**src/cycle_duplicate_finder_defines.svh**
```systemverilog
// assertion helpers shared by the rtl files
`ifndef CYCLE_DUPLICATE_FINDER_DEFINES_SVH
`define CYCLE_DUPLICATE_FINDER_DEFINES_SVH

// antecedent holds in the same cycle as the consequent
`define CDF_ASSERT_SAME(label, clk, rst, ante, cons) \
   label: assert property (@(posedge clk) disable iff (rst) (ante) |-> (cons)) \
      else $error("cycle_duplicate_finder: check failed");

// consequent holds in the cycle after the antecedent
`define CDF_ASSERT_NEXT(label, clk, rst, ante, cons) \
   label: assert property (@(posedge clk) disable iff (rst) (ante) |=> (cons)) \
      else $error("cycle_duplicate_finder: check failed");

`endif

```
**src/cdf_pkg.sv**
```systemverilog
`default_nettype none
package cdf_pkg;

   localparam int MAX_ENTRIES = 1024;
   localparam int VALUE_W     = 10;
   localparam int ADDR_W      = (MAX_ENTRIES > 1) ? $clog2(MAX_ENTRIES) : 1;
   localparam int CNT_W       = $clog2(MAX_ENTRIES + 1);
   localparam int CMP_W       = (CNT_W > VALUE_W) ? CNT_W : VALUE_W;

   typedef struct packed {
      logic             valid;
      logic [CNT_W-1:0] count;
   } cdf_start_type;

   typedef struct packed {
      logic               busy;
      logic               done;
      logic [VALUE_W-1:0] duplicate;
   } cdf_status_type;

   // pointer p (1..n) names entry p-1 of the store
   function automatic logic [ADDR_W-1:0] ptr_to_addr(input logic [CNT_W-1:0] p);
      logic [CNT_W-1:0] diff;
      diff = p - CNT_W'(1);
      return ADDR_W'(diff);
   endfunction

endpackage
`default_nettype wire

```
**src/cdf_walk.sv**
```systemverilog
`default_nettype none
`include "cycle_duplicate_finder_defines.svh"
module cdf_walk (
   input  wire                          clock,
   input  wire                          reset,
   input  wire cdf_pkg::cdf_start_type  start,
   output cdf_pkg::cdf_status_type      status,
   output logic                         rd_en,
   output logic [cdf_pkg::ADDR_W-1:0]   rd_addr,
   input  wire  [cdf_pkg::VALUE_W-1:0]  rd_data
);

   localparam logic [2:0] ST_IDLE   = 3'd0;
   localparam logic [2:0] ST_RACE_A = 3'd1;  // tortoise start arrives
   localparam logic [2:0] ST_RACE_B = 3'd2;  // hare start arrives
   localparam logic [2:0] ST_RACE_C = 3'd3;  // first hare link arrives
   localparam logic [2:0] ST_RACE_D = 3'd4;  // second hare link arrives
   localparam logic [2:0] ST_RACE_E = 3'd5;  // tortoise link arrives
   localparam logic [2:0] ST_LOC_A  = 3'd6;  // hare link arrives
   localparam logic [2:0] ST_LOC_B  = 3'd7;  // tortoise link arrives

   logic [2:0]                state_ff, state_in;
   logic [cdf_pkg::CNT_W-1:0] count_ff, count_in;
   logic [cdf_pkg::CNT_W-1:0] hare_ff, hare_in;
   logic [cdf_pkg::CNT_W-1:0] tort_ff, tort_in;
   logic [cdf_pkg::CNT_W-1:0] data_ptr;
   logic                      done;

   assign data_ptr = cdf_pkg::CNT_W'(rd_data);

   always_comb begin
      state_in = state_ff;
      count_in = count_ff;
      hare_in  = hare_ff;
      tort_in  = tort_ff;
      rd_en    = 1'b0;
      rd_addr  = '0;
      done     = 1'b0;
      unique case (state_ff)
         ST_IDLE: begin
            if (start.valid) begin
               count_in = start.count;
               rd_en    = 1'b1;
               rd_addr  = cdf_pkg::ptr_to_addr(start.count);
               state_in = ST_RACE_A;
            end
         end
         ST_RACE_A: begin
            tort_in  = data_ptr;
            rd_en    = 1'b1;
            rd_addr  = cdf_pkg::ptr_to_addr(data_ptr);
            state_in = ST_RACE_B;
         end
         ST_RACE_B: begin
            hare_in = data_ptr;
            rd_en   = 1'b1;
            if (data_ptr == tort_ff) begin
               // met: hare restarts at the last entry
               hare_in  = count_ff;
               rd_addr  = cdf_pkg::ptr_to_addr(count_ff);
               state_in = ST_LOC_A;
            end else begin
               rd_addr  = cdf_pkg::ptr_to_addr(data_ptr);
               state_in = ST_RACE_C;
            end
         end
         ST_RACE_C: begin
            rd_en    = 1'b1;
            rd_addr  = cdf_pkg::ptr_to_addr(data_ptr);
            state_in = ST_RACE_D;
         end
         ST_RACE_D: begin
            hare_in  = data_ptr;
            rd_en    = 1'b1;
            rd_addr  = cdf_pkg::ptr_to_addr(tort_ff);
            state_in = ST_RACE_E;
         end
         ST_RACE_E: begin
            tort_in = data_ptr;
            rd_en   = 1'b1;
            if (data_ptr == hare_ff) begin
               hare_in  = count_ff;
               rd_addr  = cdf_pkg::ptr_to_addr(count_ff);
               state_in = ST_LOC_A;
            end else begin
               rd_addr  = cdf_pkg::ptr_to_addr(hare_ff);
               state_in = ST_RACE_C;
            end
         end
         ST_LOC_A: begin
            hare_in  = data_ptr;
            rd_en    = 1'b1;
            rd_addr  = cdf_pkg::ptr_to_addr(tort_ff);
            state_in = ST_LOC_B;
         end
         ST_LOC_B: begin
            tort_in = data_ptr;
            if (data_ptr == hare_ff) begin
               done     = 1'b1;
               state_in = ST_IDLE;
            end else begin
               rd_en    = 1'b1;
               rd_addr  = cdf_pkg::ptr_to_addr(hare_ff);
               state_in = ST_LOC_A;
            end
         end
         default: begin
            state_in = ST_IDLE;
         end
      endcase
   end

   always_ff @(posedge clock) begin
      if (reset) begin
         state_ff <= ST_IDLE;
      end else begin
         state_ff <= state_in;
      end
      count_ff <= count_in;
      hare_ff  <= hare_in;
      tort_ff  <= tort_in;
   end

   assign status.busy      = (state_ff != ST_IDLE);
   assign status.done      = done;
   assign status.duplicate = cdf_pkg::VALUE_W'(hare_ff);

   `CDF_ASSERT_SAME(a_start_idle, clock, reset, start.valid, state_ff == ST_IDLE)
   `CDF_ASSERT_NEXT(a_done_idle, clock, reset, done, state_ff == ST_IDLE)
   `CDF_ASSERT_SAME(a_read_busy, clock, reset, rd_en, state_ff != ST_IDLE || start.valid)

endmodule
`default_nettype wire

```
**config.mk**
```make
export PLATFORM = sky130hd
export DESIGN_NAME = cdf_walk
export DESIGN_NICKNAME = d
export VERILOG_FILES = /design/src/cdf_pkg.sv /design/src/cdf_walk.sv
export VERILOG_INCLUDE_DIRS = /design/src /design/src/src
export SDC_FILE = /design/constraint.sdc
export NUM_CORES = 1
export LEC_CHECK = 0
export ABC_AREA = 0
export BUFFER_PORTS_ARGS = -buffer_cell sky130_fd_sc_hd__buf_2
export CAP_MARGIN = 30
export CORE_MARGIN = 2
export CORE_UTILIZATION = 45
export DETAILED_ROUTE_END_ITERATION = 10
export PLACE_DENSITY = 0.66
export RECOVER_POWER = 25
export SLEW_MARGIN = 40
export SYNTH_ARGS = -nofsm -noshare
export SYNTH_HDL_FRONTEND = slang
export SYNTH_SLANG_ARGS = --single-unit
```
**constraint.sdc**
```tcl
create_clock -name clock -period 5 [get_ports clock]
set_input_delay 0.25 -clock clock [delete_from_list [all_inputs] [get_ports clock]]
set_output_delay 0.25 -clock clock [all_outputs]
set_load 0.1 [all_outputs]
```
* Yosys cells after proc, flatten, opt, wreduce, memory -nomap -nowiden
Cells that the tools add are included.
** Storage, ports and cells
- Flip-flop bits (word level) :: 35
- Latch bits :: 0
- RAM bits :: 0
- ROM bits :: 0
- Input bits :: 24
- Output and inout bits :: 23
- Logic and storage cells :: 47
- Memories :: 0
** Operators by class
- $add $sub $neg :: 5
- Multipliers :: 0
- Divide/modulo/power cells :: 0
- Magnitude comparators :: 0
- Equal/unequal tests :: 11
- Shift-type cells :: 0
- Mux-type cells :: 18
- Bitwise gates (word level) :: 0
- Reduce and logical (&&, ||, !) cells :: 9
** Operators by type and width (number)
- 10-bit one-hot mux with 6 select lines :: 1
- 10-bit by 1-bit subtractor with 10-bit output, second input constant :: 5
- 10-bit 2-to-1 mux :: 4
- 11-bit one-hot mux with 3 select lines :: 1
- 3-bit one-hot mux with 8 select lines :: 1
- 11-bit 2-to-1 mux :: 2
- 3-bit == test, second input constant :: 4
- 3-bit 2-to-1 mux :: 4
- 10-bit by 11-bit == test with 1-bit output :: 1
- 10-bit == test :: 1
- 3-bit by 2-bit == test with 1-bit output, second input constant :: 2
- 3-bit nonzero test :: 2
- 6-bit OR reduction :: 1
- 1-bit 2-to-1 mux :: 4
- 2-bit != test, second input constant :: 2
- 2-bit AND reduction :: 2
- 2-bit OR reduction :: 2
- 3-bit by 1-bit == test with 1-bit output, second input constant :: 1
- 3-bit zero test :: 1
- 1-bit one-hot mux with 3 select lines :: 1
- 3-bit OR reduction :: 1

* Depth between registers and ports, before layout
- Word-level depth :: 4
- Depth in mapped cells :: 9
- Depth with buffers taken out :: 8

* Worst setup path after synthesis
OpenSTA, ideal clock, no wires.
- Path type :: register -> output
- Start point :: register hare_ff[8] (netlist bit)
- End point :: output port rd_addr[7] (netlist bit)
- Arrival time :: 3.736 ns
- Data required time :: 4.750 ns
- Setup slack :: 1.014 ns
- Cell stages (with the launch flop) :: 7
- Buffers on the path :: 0
- Cells stage by stage :: edfxtp_1 xor2_1 or4_4 nor3_4 nor3b_2 nor2_1 o21ai_0
** On the way
- Cells in the longest elaborated chain, start to end :: 3
- Elaborated cells on any way between the ends :: 4
- Those cells by class :: 1 x eq/ne; 3 x mux
** Ends and longest elaborated chain
- start, declared :: line cdf_walk.sv:24 : logic [cdf_pkg::CNT_W-1:0] hare_ff, hare_in;
- start signal, assigned :: line cdf_walk.sv:120 : hare_ff <= hare_in;
- 10-bit by 11-bit == test with 1-bit output (*) :: line cdf_walk.sv:81, cdf_walk.sv:98
- 10-bit 2-to-1 mux (on tied branches) :: line cdf_walk.sv:98, cdf_walk.sv:81
- 10-bit one-hot mux with 6 select lines (*) :: line cdf_walk.sv:39 : unique case (state_ff)
- end, declared :: line cdf_walk.sv:9 : output logic [cdf_pkg::ADDR_W-1:0] rd_addr,
Every way passes the cells marked *; elsewhere a longest branch is shown, timed or not.

* Worst setup path in the final report
- Start point :: register hare_ff[6] (netlist bit)
- End point :: output port rd_addr[2] (netlist bit)
Same word-level chain as after synthesis.

==> results_dict.tcl <==
set metrics [dict create \
    grt_max_degree 21 \
    finClkSkew_ns 0.00502 \
    fmax_mhz 301 \
    finalCritPeriodShare 0.664 \
    synth_seq_cells 35 \
    synth_top_area_share 0.348 \
    synthAdderAreaFrac 0.0226 \
    ys_warn_count 0 \
    synth_common_cells "xnor2_1 (35), edfxtp_1 (32), nor2_1 (32)" \
    dp_hpwl_um 5620 \
    critPathMaxFanout 15 \
    ant_nets 0 \
    setup_violations 0 \
    grt_setup_unrepaired "false" \
    grtUsageTotal 0.232 \
    gp_congestion 0.882 \
    synth_edf_count 32 \
    yosysTopAreaCell "edfxtp_1" \
    ys.flop_type "edfxtp_1" \
    worstPathArrival_ns 3.07 \
    slew_headroom 0.222 \
    p_leak_nw 1.04 \
    syn_avg_cell_area_um2 9.36 \
    antenna_cells 0 \
    dieArea_um2 6780 \
    holdPathEnd "count_ff[10]$_DFFE_PP_" \
    ys_types 45 \
    required_ns 4.75 \
    hp-start "start[10]" \
    post_cts_buffers 0 \
    cp-start-kind "flip-flop" \
    syn_to_final_growth_pct 8.92 \
    worstReg2RegStart "hare_ff[6]$_DFFE_PP_" \
    pre_cts_slack_ns 2.05 \
    synth-async-reset-ratio 0 \
    cts_buffer_depth 2 \
    tritoncts "yes" \
    synth.area.top_cells "edfxtp_1 (35%), xnor2_1 (11%), xor2_1 (6.7%), nor2_1 (4.3%), buf_4 (3.3%)" \
    fin_ws_ns 1.68 \
    num_io_pins 47 \
    syn_inst 295 \
    holdPathStages 1 \
    finalHoldViolations 0 \
    ctsHtreeMaxLevel 2 \
    dr.first_iter.drc_count 249 \
    core_area_um2 5920 \
    cts_hold_buf 0 \
    synth_xor_xnor_area_share 0.178 \
    syn_nets 324 \
    endpoint_kind "output pin" \
    netlist_area_um2 2760 \
    rr_endpoint "hare_ff[6]$_DFFE_PP_" \
    remaining_drc_errors 0 \
    routedWlPerCell_um 18.5 \
    die_w_um 82.4 \
    vdd_drop_max_v 0.000170 \
    hold_class "input pin to flip-flop" \
    synth-simple-area-share 0.203 \
    cts_buffers 5 \
    rrSetupSlack_ns 2.32 \
    first_pass_iters 5 \
    worst-setup-path-type "flip-flop to output pin" \
    synth_top_family_by_area "simple AND/OR/NAND/NOR gates" \
    port_buffers 46 \
    p_per_area_nw_per_um2 336 \
    grt_overflow 0 \
    clockRootBuffer "clkbuf_8" \
    fillers 570 \
    finalMaxSlewViolations 0 \
    setup_tns_ns 0 \
    cts.clk_slew.worst_paths_ns 0.08 \
    vias_per_cell 5.92 \
    antenna_found_initial 0 \
    nNetsFinal 354 \
    cts_num_sinks 35 \
    drv_cap 0 \
    tightest_slew_ns 1.17 \
    cts.repair.resized 0 \
    period_minus_slack_ns 3.32 \
    ys_seq_area_frac 0.370 \
    fp-row-count 28 \
    drive_above_1_share 0.153 \
    grt_pass1_vias 2159 \
    initial_core_util 0.467 \
    synth_compound_area_frac 0.108 \
    grt_pass1_wl_um 11500 \
    die_h_um 82.4 \
    clkLatencyLatePin_ns 0.30 \
    routed-via-count 2374 \
    finalWirelength_um 7420 \
    yosysMostFrequentCell "xnor2_1" \
    reg2reg_depth 5 \
    run_status "completed" \
    synthMuxAreaShare 0.0435 \
]
## worst max-delay path, cell delays in order (launching register included)
cell and delay (ns):
edfxtp_1 0.48, xor2_1 0.19, or4_4 0.52, nor3_4 0.45, nor3b_2 0.26, nor2_1 0.16, o221ai_1 0.25, buf_2 0.47
## cell families (layout without fill, tap and decap cells)
| family | count (synthesis) | after routing |
|---|---|---|
| multiplexers | 11 | 11 |
| XOR/XNOR | 56 | 56 |
| buffers and inverters | 38 | 69 |
| AO/OA/AOI/OAI | 43 | 43 |
| AND/OR/NAND/NOR | 107 | 107 |
| adder cells (fa/ha/maj) | 5 | 5 |
| flip-flops | 35 | 35 |
## flip-flops by register name (all words and copies together), names as in the netlist
signal,cells
state_ff,3
count_ff,11
hare_ff,11
tort_ff,10
## worst max-delay path by stage
stage / cells past startpoint / to / startpoint
6_report: 7 / rd_addr[2] / hare_ff[6]$_DFFE_PP_
3_3_place_gp: 5 / hare_ff[4]$_DFFE_PP_ / hare_ff[6]$_DFFE_PP_
5_1_grt: 7 / rd_addr[2] / hare_ff[6]$_DFFE_PP_
2_1_floorplan: 6 / rd_addr[7] / hare_ff[8]$_DFFE_PP_
3_5_place_dp: 7 / rd_addr[7] / hare_ff[6]$_DFFE_PP_
4_1_cts: 7 / rd_addr[7] / hare_ff[6]$_DFFE_PP_
## routing by layer
layer	global-route usage	part of all wire	vias up	wire, µm
met5	0	0	-	0
met1	0.329	0.46	1149	3390
met4	0.0733	0.014	0	105
met3	0.0348	0.071	8	526
li1	-	-	1117	-
met2	0.365	0.46	100	3400
## power by group
| group | total [W] | internal [W] | switching (W) |
|---|---|---|---|
| clock | 0.000214 | 0.0000970 | 0.000117 |
| sequential | 0.000393 | 0.000353 | 0.0000395 |
| combinational | 0.000404 | 0.0000932 | 0.000311 |
## final cells by class
type / count / area (µm²) / share of cell area
repair buffers: 48 / 219 / 0.0728
multi-input cells: 222 / 1540 / 0.511
clock inverters: 3 / 20.0 / 0.00665
flip-flops and latches: 35 / 1020 / 0.339
inverters: 13 / 48.8 / 0.0162
well taps: 75 / 93.8 / 0.0312
clock buffers: 5 / 68.8 / 0.0229
## placed cells by master, fill, tap and decap left out, types with 3 or more instances in the layout
cell type,count
nand2b_1,5
nor2_1,32
clkbuf_1,21
or4_1,4
buf_2,25
nand3b_1,3
nor4_1,9
nand2_1,22
nor3_1,10
a21oi_1,9
nand3_1,5
o21ai_0,6
ha_1,5
mux2_2,8
o221ai_1,7
clkbuf_8,5
inv_1,12
mux2i_1,3
dfxtp_1,3
xor2_1,21
o22ai_1,5
a222oi_1,4
xnor2_1,35
edfxtp_1,32
nand4_1,3
## metrics by stage
step	instance area (µm²)	hold slack (ns)	instances	total power, W	util
2_1_floorplan	2760	0.319	295	0.000726	-
3_3_place_gp	2940	0.435	393	0.000801	0.497
3_5_place_dp	2950	0.441	393	0.000803	0.498
4_1_cts	3040	0.135	401	0.00101	0.513
5_1_grt	3010	0.123	401	0.00105	0.508
6_report	3010	0.131	401	0.00101	0.508
Note: power is estimated with default switching activity, not from simulation.
